**src/lzwe_pkg.sv**
```systemverilog
// ----------------------------------------------------------------------------
// LZ window expander package
// Shared constants, symbol kinds and the length/distance code expansion.
// ----------------------------------------------------------------------------
package lzwe_pkg;

    localparam int WINDOW_BYTES   = 4096;
    localparam int ADDR_W         = $clog2(WINDOW_BYTES);
    localparam int MIN_MATCH      = 3;
    localparam int LITERAL_COUNT  = 256;
    localparam int LENGTH_CODES   = 28;
    localparam int END_SYMBOL     = 284;
    localparam int DISTANCE_BASE  = 512;
    localparam int DISTANCE_CODES = 44;
    localparam int BYTE_FIELDS    = 8;
    localparam int IDX_W          = $clog2(BYTE_FIELDS);
    localparam int LEN_W          = 9;
    localparam int VAL_W          = 13;

    localparam logic [2:0] KIND_LIT  = 3'd0;
    localparam logic [2:0] KIND_LEN  = 3'd1;
    localparam logic [2:0] KIND_END  = 3'd2;
    localparam logic [2:0] KIND_DIST = 3'd3;
    localparam logic [2:0] KIND_BAD  = 3'd4;

    typedef logic [7:0] byte_t;

    typedef struct packed {
        logic [2:0]       kind;
        logic [VAL_W-1:0] value;
    } dec_t;

    function automatic logic [VAL_W-1:0] expand_code(input logic [5:0] c,
                                                     input logic [8:0] extra);
        logic [3:0]       x;
        logic [VAL_W-1:0] base;
        logic [VAL_W-1:0] mask;
        logic [VAL_W-1:0] val;
        begin
            x    = c[5:2] - 4'd1;
            base = {{(VAL_W-3){1'b0}}, 1'b1, c[1:0]};
            mask = (VAL_W'(1) << x) - VAL_W'(1);
            if (c >= 6'd8)
            begin
                val = (base << x) | ({{(VAL_W-9){1'b0}}, extra} & mask);
            end
            else
            begin
                val = {{(VAL_W-6){1'b0}}, c};
            end
            return val;
        end
    endfunction

endpackage

```
**src/lzwe_sym_decode.sv**
```systemverilog
// ----------------------------------------------------------------------------
// LZ window expander symbol decoder
// Classifies a symbol against the expected kind and expands its extra bits.
// ----------------------------------------------------------------------------
module lzwe_sym_decode
(
    input  logic           expect_dist,
    input  logic [9:0]     symbol,
    input  logic [8:0]     extra_bits,
    output lzwe_pkg::dec_t dec
);

    logic [9:0] code_full;
    logic [5:0] code;

    always_comb
    begin
        dec.kind  = lzwe_pkg::KIND_BAD;
        code_full = 10'd0;
        if (!expect_dist)
        begin
            if (symbol == 10'(lzwe_pkg::END_SYMBOL))
            begin
                dec.kind = lzwe_pkg::KIND_END;
            end
            else if (symbol < 10'(lzwe_pkg::LITERAL_COUNT))
            begin
                dec.kind = lzwe_pkg::KIND_LIT;
            end
            else if (symbol < 10'(lzwe_pkg::LITERAL_COUNT + lzwe_pkg::LENGTH_CODES))
            begin
                dec.kind  = lzwe_pkg::KIND_LEN;
                code_full = symbol - 10'(lzwe_pkg::LITERAL_COUNT);
            end
        end
        else if (symbol >= 10'(lzwe_pkg::DISTANCE_BASE) &&
                 symbol < 10'(lzwe_pkg::DISTANCE_BASE + lzwe_pkg::DISTANCE_CODES))
        begin
            dec.kind  = lzwe_pkg::KIND_DIST;
            code_full = symbol - 10'(lzwe_pkg::DISTANCE_BASE);
        end
        code      = code_full[5:0];
        dec.value = lzwe_pkg::expand_code(code, extra_bits);
    end

endmodule

```
**config.mk**
```make
export PLATFORM = sky130hd
export DESIGN_NAME = lzwe_sym_decode
export DESIGN_NICKNAME = d
export VERILOG_FILES = /design/src/lzwe_pkg.sv /design/src/lzwe_sym_decode.sv
export SDC_FILE = /design/constraint.sdc
export NUM_CORES = 1
export LEC_CHECK = 0
export ABC_CLOCK_PERIOD_IN_PS = 4100
export BUFFER_PORTS_ARGS = -buffer_cell sky130_fd_sc_hd__clkbuf_2
export CAP_MARGIN = 10
export CORE_ASPECT_RATIO = 0.7
export CORE_UTILIZATION = 45
export DETAILED_ROUTE_END_ITERATION = 7
export PLACE_DENSITY = 0.86
export SLEW_MARGIN = 10
export SYNTH_ARGS = -nofsm -noshare
export SYNTH_HDL_FRONTEND = slang
export SYNTH_SLANG_ARGS = --single-unit
```
**constraint.sdc**
```tcl
create_clock -name vclk -period 4.1
set_input_delay 0.41 -clock vclk [all_inputs]
set_output_delay 0.41 -clock vclk [all_outputs]
set_load 0.005 [all_outputs]
```
==> impl_metrics.py, run 1 <==
metrics = {
    "timing": {
        "setup_viol_count_final": 0,
        "rsz0062_at_grt": "false",
        "period_minus_slack_ps": 3677,
        "worst_pin_slew_ps": 598.3,
        "drv_slew": 0,
        "hold_violations": 0,
        "setup_tns_ps": 0,
        "fin_ws_ps": 423.2,
        "max_slew_margin": 0.5981,
        "period_share": 0.8968,
        "hold_slack_ps": 1117,
        "max_freq_mhz": 272.0,
    },
    "clock_network": {
        "postCtsSetupRepairBufs": 0,
        "ctsResizeCount": 0,
        "cts_hold_buf": 0,
    },
    "die": {
        "die_x_um": 55.67,
        "dieArea_um2": 2202,
        "die_h_um": 39.57,
        "initial_core_util": 0.4849,
        "rows": 13,
        "io_pins": 36,
        "core_um2": 1871,
    },
    "layout": {
        "area_growth_pct": 20.14,
        "insertedDiodeCount": 0,
        "num-nets-final": 202,
        "fillCellCount": 168,
        "fin_util": 0.5826,
        "seqCellArea_um2": 0,
        "mostFrequentLayoutCells": "36 x clkbuf_2, 20 x nor2_1, 14 x nand2_1",
        "seq_cells": 0,
        "layout_commonest_cell": "clkbuf_2",
        "nClkBuffers": 0,
        "drive_gt1_frac": 0.2599,
    },
    "route": {
        "drt-wirelength-per-cell_um": 15.27,
        "drc": 0,
        "drtIter0Drc": 118,
        "vias": 1253,
        "dr.pass1.iters": 5,
        "viasPerCell": 6.296,
        "wl_um": 3038,
        "ant_nets": 0,
    },
    "placed_design": {
        "io_buffers": 36,
        "gp_congestion": 0.9778,
        "place_ws_ps": 490.5,
        "hpwlAfterDp_um": 2427,
    },
    "power": {
        "swShare": 0.6048,
        "vdd_drop_max_uv": 47.43,
        "p_comb_frac": 1.000,
        "p_switching_mw": 0.04659,
        "power.density_nw_per_um2": 70.68,
        "power.share.clock": 0,
        "p_seq_frac": 0,
        "p_int_mw": 0.03044,
        "p_leak_nw": 0.4654,
    },
    "worst_setup_path": {
        "crit_path_end": "dec[8]",
        "critPathLaunchType": "primary input",
        "critPathArrivalTime_ps": 3270,
        "timing.critical_path.from": "symbol[9]",
        "worstSetupPathType": "in -> out",
        "cp.required_ps": 3690,
        "critPathMaxFanout": 12,
        "worstSetupEndpointType": "primary output",
    },
    "worst_hold_path": {
        "min_path_type": "in -> out",
        "hp-start": "extra_bits[7]",
    },
    "grt": {
        "grt_overflow": 0,
        "antenna_found_initial": 0,
        "grt_pass1_vias": 893,
        "grt_pass1_wl_um": 4305,
        "grtUsageTotal": 0.2480,
        "grt_max_degree": 18,
    },
    "synthesis": {
        "yosysSeqAreaShare": 0,
        "syn-num-nets": 170,
        "synth_area_um2": 907.1,
        "synth_cells": 147,
        "yosysWarnings": 0,
        "avgSynthCellArea_um2": 6.171,
        "ys_types": 52,
    },
    "status": {
        "outcome": "complete, no violations",
    },
    "job": {
        "maxCapViolations": 0,
    },
}
area by class of cell:
type	count	area, µm²	share of cell area
tap	22	27.53	0.02526
timing repair buffer	38	195.2	0.1791
multi-input combinational	128	820.8	0.7532
inverter	11	46.29	0.04248
critical path, cell delays in order:
cell and delay (ps):
clkbuf_2 120, or4_4 570, nor4_4 360, nor2_4 120, clkinv_4 110, and2_1 190
inv_1 60, ha_1 240, nor2_1 160, nand2_1 80, o311ai_0 100, o31a_1 230
nor2_1 70, a311o_1 320, clkbuf_2 110
metal layers:
layer  part of all wire  GRT usage  vias up
li1                   -          -      605
met1               0.43     0.3657      557
met2               0.45     0.4096       87
met3               0.12    0.02310        4
met4             0.0033   0.006250        0
met5                  0          0        -
cell usage after synthesis, types with 2 or more instances:
library cell,n,area share
mux2_2,2,0.025
a31oi_1,3,0.021
o31ai_1,2,0.017
nand3_1,7,0.039
inv_1,10,0.041
and2_1,2,0.014
nand2_1,14,0.058
a21boi_0,2,0.017
nor2_1,20,0.083
a41oi_1,2,0.019
ha_1,3,0.041
clkbuf_1,4,0.017
nor3_1,4,0.022
xnor2_1,3,0.029
a21oi_1,11,0.061
o21ai_0,8,0.044
o311ai_0,2,0.019
nand2b_1,4,0.028
nor2b_1,4,0.028
nand3b_1,2,0.017
or3_1,2,0.014
o22ai_1,3,0.021
a211oi_1,2,0.017
mux2i_1,3,0.033
cell families (layout without fill, tap and decap cells):
family                   count (synthesis)  in the layout  synth area share
adder cells (fa/ha/maj)                  3              3           0.04138
AO/OA/AOI/OAI                           50             50            0.3779
multiplexers                             5              5           0.05793
buffers and inverters                   19             49           0.09516
XOR/XNOR                                 3              3           0.02897
AND/OR/NAND/NOR                         67             67            0.3986
through the flow:
| step | power (mW) | cell area, µm² | instances |
|---|---|---|---|
| finish | 0.07703 | 1090 | 199 |
| global route | 0.08298 | 1090 | 199 |
| CTS | 0.07484 | 1090 | 199 |
| detailed placement | 0.07442 | 1090 | 199 |
| global placement | 0.07318 | 1090 | 199 |
| floorplan | 0.04847 | 907.1 | 147 |
how the worst min path moves through the flow:
stage                     endpoint  cells past startpoint
after CTS                   dec[7]                      4
final                       dec[7]                      4
after global routing        dec[7]                      4
after global placement      dec[7]                      4
after floorplan            dec[15]                      2
after detailed placement    dec[7]                      4
power by group through the flow:
stage,sequential [mW],clock [mW],combinational (mW)
5_1_grt,0,0,0.0830
3_3_place_gp,0,0,0.0732
3_5_place_dp,0,0,0.0744
6_report,0,0,0.0770
4_1_cts,0,0,0.0748
2_1_floorplan,0,0,0.0485
No activity file was read; power rests on OpenSTA's default activity.
==> inputs of run 2 (changes only) <==
--- a/config.mk
+++ b/config.mk
@@ -7,11 +7,11 @@
 export LEC_CHECK = 0
 export ABC_CLOCK_PERIOD_IN_PS = 4100
 export BUFFER_PORTS_ARGS = -buffer_cell sky130_fd_sc_hd__clkbuf_2
-export CAP_MARGIN = 10
+export CAP_MARGIN = 20
 export CORE_ASPECT_RATIO = 0.7
 export CORE_UTILIZATION = 45
 export DETAILED_ROUTE_END_ITERATION = 7
-export PLACE_DENSITY = 0.86
+export PLACE_DENSITY = 0.75
 export SLEW_MARGIN = 10
 export SYNTH_ARGS = -nofsm -noshare
 export SYNTH_HDL_FRONTEND = slang
==> run 2 against run 1 <==
  * Final cell count is the same
  * Utilization is the same
  * Sequential share of layout area is the same
  * Design area is the same
  * Worst hold slack gained 1.2 ps
  * Sequential cell count is the same
  * Critical endpoint is now dec[3]
  * Largest cell class unchanged
==> impl_metrics.py, run 2 (same netlist as run 1, synthesis figures left out) <==
metrics = {
    "worst_setup_path": {
        "critPathArrivalTime_ps": 3310,
        "critPathMaxFanout": 13,
        "cp.required_ps": 3690,
        "crit_path_end": "dec[3]",
        "worstSetupEndpointType": "primary output",
        "critPathLaunchType": "primary input",
        "timing.critical_path.from": "symbol[3]",
        "worstSetupPathType": "in -> out",
    },
    "layout": {
        "nClkBuffers": 0,
        "multiInputGateArea_um2": 820.8,
        "insertedDiodeCount": 0,
        "area_growth_pct": 20.14,
        "fin_util": 0.5826,
        "mostFrequentLayoutCells": "36 x clkbuf_2, 20 x nor2_1, 14 x nand2_1",
        "seq_cells": 0,
        "design_area_um2": 1090,
        "drive_gt1_frac": 0.2599,
        "seqCellArea_um2": 0,
        "layout_commonest_cell": "clkbuf_2",
        "instances_no_fill": 199,
        "num-nets-final": 202,
        "fillCellCount": 175,
    },
    "placed_design": {
        "place_ws_ps": 464.8,
        "post-place-cells": 199,
        "io_buffers": 36,
        "dpl-instance-area_um2": 1090,
        "hpwlAfterDp_um": 2351,
        "gp_congestion": 0.9742,
    },
    "die": {
        "rows": 13,
        "die_h_um": 39.57,
        "core_um2": 1871,
        "initial_core_util": 0.4849,
        "io_pins": 36,
        "dieArea_um2": 2202,
        "die_x_um": 55.67,
    },
    "grt": {
        "grt_overflow": 0,
        "grtUsageMet3": 0.009901,
        "gr-usage-met1": 0.3810,
        "grt_pass1_wl_um": 4498,
        "grt_pass1_vias": 967,
        "busiest_layer": "met2",
        "grt_max_degree": 17,
        "grt_use_met2": 0.4277,
        "antenna_found_initial": 0,
        "grtUsageTotal": 0.2583,
    },
    "power": {
        "vdd_drop_max_uv": 60.44,
        "p_leak_nw": 0.4655,
        "power.density_nw_per_um2": 69.90,
        "finalPower_mw": 0.07617,
    },
    "timing": {
        "worst_pin_slew_ps": 679.8,
        "drv_slew": 0,
        "max_freq_mhz": 268.8,
        "period_minus_slack_ps": 3720,
        "setup_viol_count_final": 0,
        "hold_violations": 0,
        "period_share": 0.9073,
        "hold_slack_ps": 1118,
        "max_slew_margin": 0.5433,
        "fin_ws_ps": 380.1,
        "setup_tns_ps": 0,
        "rsz0062_at_grt": "false",
    },
    "route": {
        "ant_nets": 0,
        "drtIter0Drc": 102,
        "drt-wirelength-per-cell_um": 15.14,
        "wl_um": 3013,
        "vias": 1252,
        "dr.pass1.iters": 5,
        "viasPerCell": 6.291,
        "drc": 0,
    },
    "clock_network": {
        "ctsResizeCount": 0,
        "cts_hold_buf": 0,
        "postCtsSetupRepairBufs": 0,
    },
    "job": {
        "maxCapViolations": 0,
    },
    "worst_hold_path": {
        "min_path_type": "in -> out",
    },
    "status": {
        "outcome": "complete, no violations",
    },
}
==> run 2: final cells by class <==
cell class / count / share of cell area
inverters: 11 / 0.04248
multi-input cells: 128 / 0.7532
well taps: 22 / 0.02526
repair buffers: 38 / 0.1791
==> run 2: worst min-delay path by stage <==
stage                     endpoint  cells past startpoint          start
after global placement      dec[7]                      4  extra_bits[7]
after CTS                   dec[7]                      4  extra_bits[7]
after global routing        dec[7]                      4  extra_bits[7]
after detailed placement    dec[5]                      4  extra_bits[5]
final                       dec[7]                      4  extra_bits[7]
after floorplan            dec[15]                      2    expect_dist
==> run 2: critical path: stages <==
cell and delay (ps):
clkbuf_2 230, a21oi_1 190, o2111a_1 350, nor2_4 260, clkinv_4 150, and2_1 220, ha_1 460, o21ai_0 280
mux2i_1 140, or3_1 380, a21oi_2 120, clkbuf_2 120
==> run 2: where the power goes <==
| group | internal (mW) | leakage, nW | switching, mW |
|---|---|---|---|
| registers | 0 | 0 | 0 |
| clock network | 0 | 0 | 0 |
| logic | 0.0303 | 0.466 | 0.0459 |
| total | 0.0303 | 0.466 | 0.0459 |
==> run 2: metal layers <==
layer  up-vias  part of all wire
met5         -                 0
met4         0            0.0043
met3         6              0.13
met2        87              0.43
met1       550              0.43
li1        609                 -
==> inputs of run 3 (changes only) <==
--- a/config.mk
+++ b/config.mk
@@ -12,6 +12,7 @@
 export CORE_UTILIZATION = 45
 export DETAILED_ROUTE_END_ITERATION = 7
 export PLACE_DENSITY = 0.75
+export RECOVER_POWER = 50
 export SLEW_MARGIN = 10
 export SYNTH_ARGS = -nofsm -noshare
 export SYNTH_HDL_FRONTEND = slang
==> run 3 against run 2 <==
  * Sequential share of layout area stayed put
  * Final cell count stayed put
  * First-iteration DRC count is 3.9% higher
  * Design area is 0.46% lower
  * Routed wire length is 1.2% higher
  * Sequential cell count stayed put
  * Critical endpoint unchanged
  * Global-route usage stayed put
  * Utilization is 0.27 points lower
  * Critical path type unchanged
  * Worst hold slack better by 2.5 ps
  * Die area stayed put
==> impl_metrics.py, run 3 (same netlist as run 1, synthesis figures left out) <==
metrics = {
    "timing": {
        "setup_tns_ps": 0,
        "max_freq_mhz": 264.3,
        "setup_viol_count_final": 0,
        "drv_slew": 0,
        "rsz0062_at_grt": "false",
        "worst_pin_slew_ps": 656.7,
        "period_share": 0.9227,
        "hold_violations": 0,
        "period_minus_slack_ps": 3783,
        "max_slew_margin": 0.5588,
    },
    "job": {
        "maxCapViolations": 0,
    },
    "die": {
        "rows": 13,
        "core_um2": 1871,
        "die_x_um": 55.67,
        "initial_core_util": 0.4849,
        "die_h_um": 39.57,
        "dieArea_um2": 2202,
        "io_pins": 36,
    },
    "layout": {
        "design_area_um2": 1085,
        "seq_cells": 0,
        "drive_gt1_frac": 0.2486,
        "multiInputGateArea_um2": 817.0,
        "mostFrequentLayoutCells": "35 x clkbuf_2, 20 x nor2_1, 14 x nand2_1",
        "area_growth_pct": 19.59,
        "fillCellCount": 178,
        "layout_commonest_cell": "clkbuf_2",
        "num-nets-final": 202,
        "nClkBuffers": 0,
        "seqCellArea_um2": 0,
        "insertedDiodeCount": 0,
    },
    "worst_setup_path": {
        "critPathLaunchType": "primary input",
        "crit_path_end": "dec[3]",
        "worstSetupPathType": "in -> out",
        "cp.required_ps": 3690,
        "critPathMaxFanout": 12,
        "critPathMostFrequentCell": "clkbuf_2",
        "critPathArrivalTime_ps": 3370,
        "cpLargestDelayFamily": "simple AND/OR/NAND/NOR gates",
        "critPathMaxStageDelay_ps": 610,
        "timing.critical_path.from": "symbol[9]",
        "slowest_stage": "or4_1",
        "crit_buf_inv": 3,
        "worstSetupEndpointType": "primary output",
        "path_cells": "clkbuf_2 -> or4_1 -> nor4_4 -> nor2_4 -> clkinv_4 -> and2_0 -> ha_1 -> o21ai_0 -> mux2i_1 -> or3_1 -> a21oi_2 -> clkbuf_2",
        "worstSetupPathDepth": 12,
    },
    "placed_design": {
        "hpwlAfterDp_um": 2351,
        "io_buffers": 36,
        "gp_congestion": 0.9742,
        "dpl-instance-area_um2": 1090,
    },
    "route": {
        "drtIter0Drc": 106,
        "wl_um": 3049,
        "dr.pass1.iters": 5,
        "ant_nets": 0,
        "viasPerCell": 6.296,
        "drt-wirelength-per-cell_um": 15.32,
        "vias": 1253,
        "drc": 0,
    },
    "power": {
        "power.density_nw_per_um2": 69.92,
        "vdd_drop_max_uv": 60.39,
        "finalPower_mw": 0.07585,
        "p_leak_nw": 0.4595,
    },
    "grt": {
        "grtUsageTotal": 0.2583,
        "grt_overflow": 0,
        "antenna_found_initial": 0,
        "grt_max_degree": 17,
        "grt_pass1_wl_um": 4498,
        "grt_pass1_vias": 967,
    },
    "status": {
        "outcome": "complete, no violations",
    },
    "clock_network": {
        "ctsResizeCount": 0,
        "postCtsSetupRepairBufs": 0,
        "cts_hold_buf": 0,
    },
    "worst_hold_path": {
        "min_path_type": "in -> out",
    },
}
[run 3: area by class of cell]
class                           count  share of cell area
Timing Repair Buffer               38              0.1788
Tap cell                           22             0.02537
Inverter                           11             0.04268
Multi-Input combinational cell    128              0.7532
[run 3: worst min path at each step]
stage | startpoint | endpoint | slack [ps] | depth (start not counted)
after CTS | extra_bits[7] | dec[7] | 1120 | 4
after floorplan | expect_dist | dec[15] | 910 | 2
after global routing | extra_bits[7] | dec[7] | 1130 | 4
after detailed placement | extra_bits[5] | dec[5] | 1120 | 4
final | extra_bits[7] | dec[7] | 1120 | 4
after global placement | extra_bits[7] | dec[7] | 1110 | 4
[run 3: power breakdown]
group | total (mW) | internal (mW) | switching, mW | leakage, nW
Clock | 0 | 0 | 0 | 0
Sequential | 0 | 0 | 0 | 0
Combinational | 0.0758 | 0.0301 | 0.0458 | 0.459
Total | 0.0758 | 0.0301 | 0.0458 | 0.459
[run 3: metal layers]
metal | global-route usage | vias up | wire [µm]
met3 | 0.009901 | 4 | 384
met2 | 0.4277 | 89 | 1310
met5 | 0 | - | 0
li1 | - | 607 | -
met4 | 0.03125 | 0 | 18
met1 | 0.3810 | 553 | 1335
[run 3: through the flow]
step,util,instances,worst slack (ps),hold WS [ps]
after floorplan,-,147,858.4,909.1
after global placement,0.5826,199,506.9,1110
after detailed placement,0.5826,199,464.8,1119
after CTS,0.5826,199,453.5,1123
after global routing,0.5799,199,165.8,1128
final,0.5799,199,317.1,1121
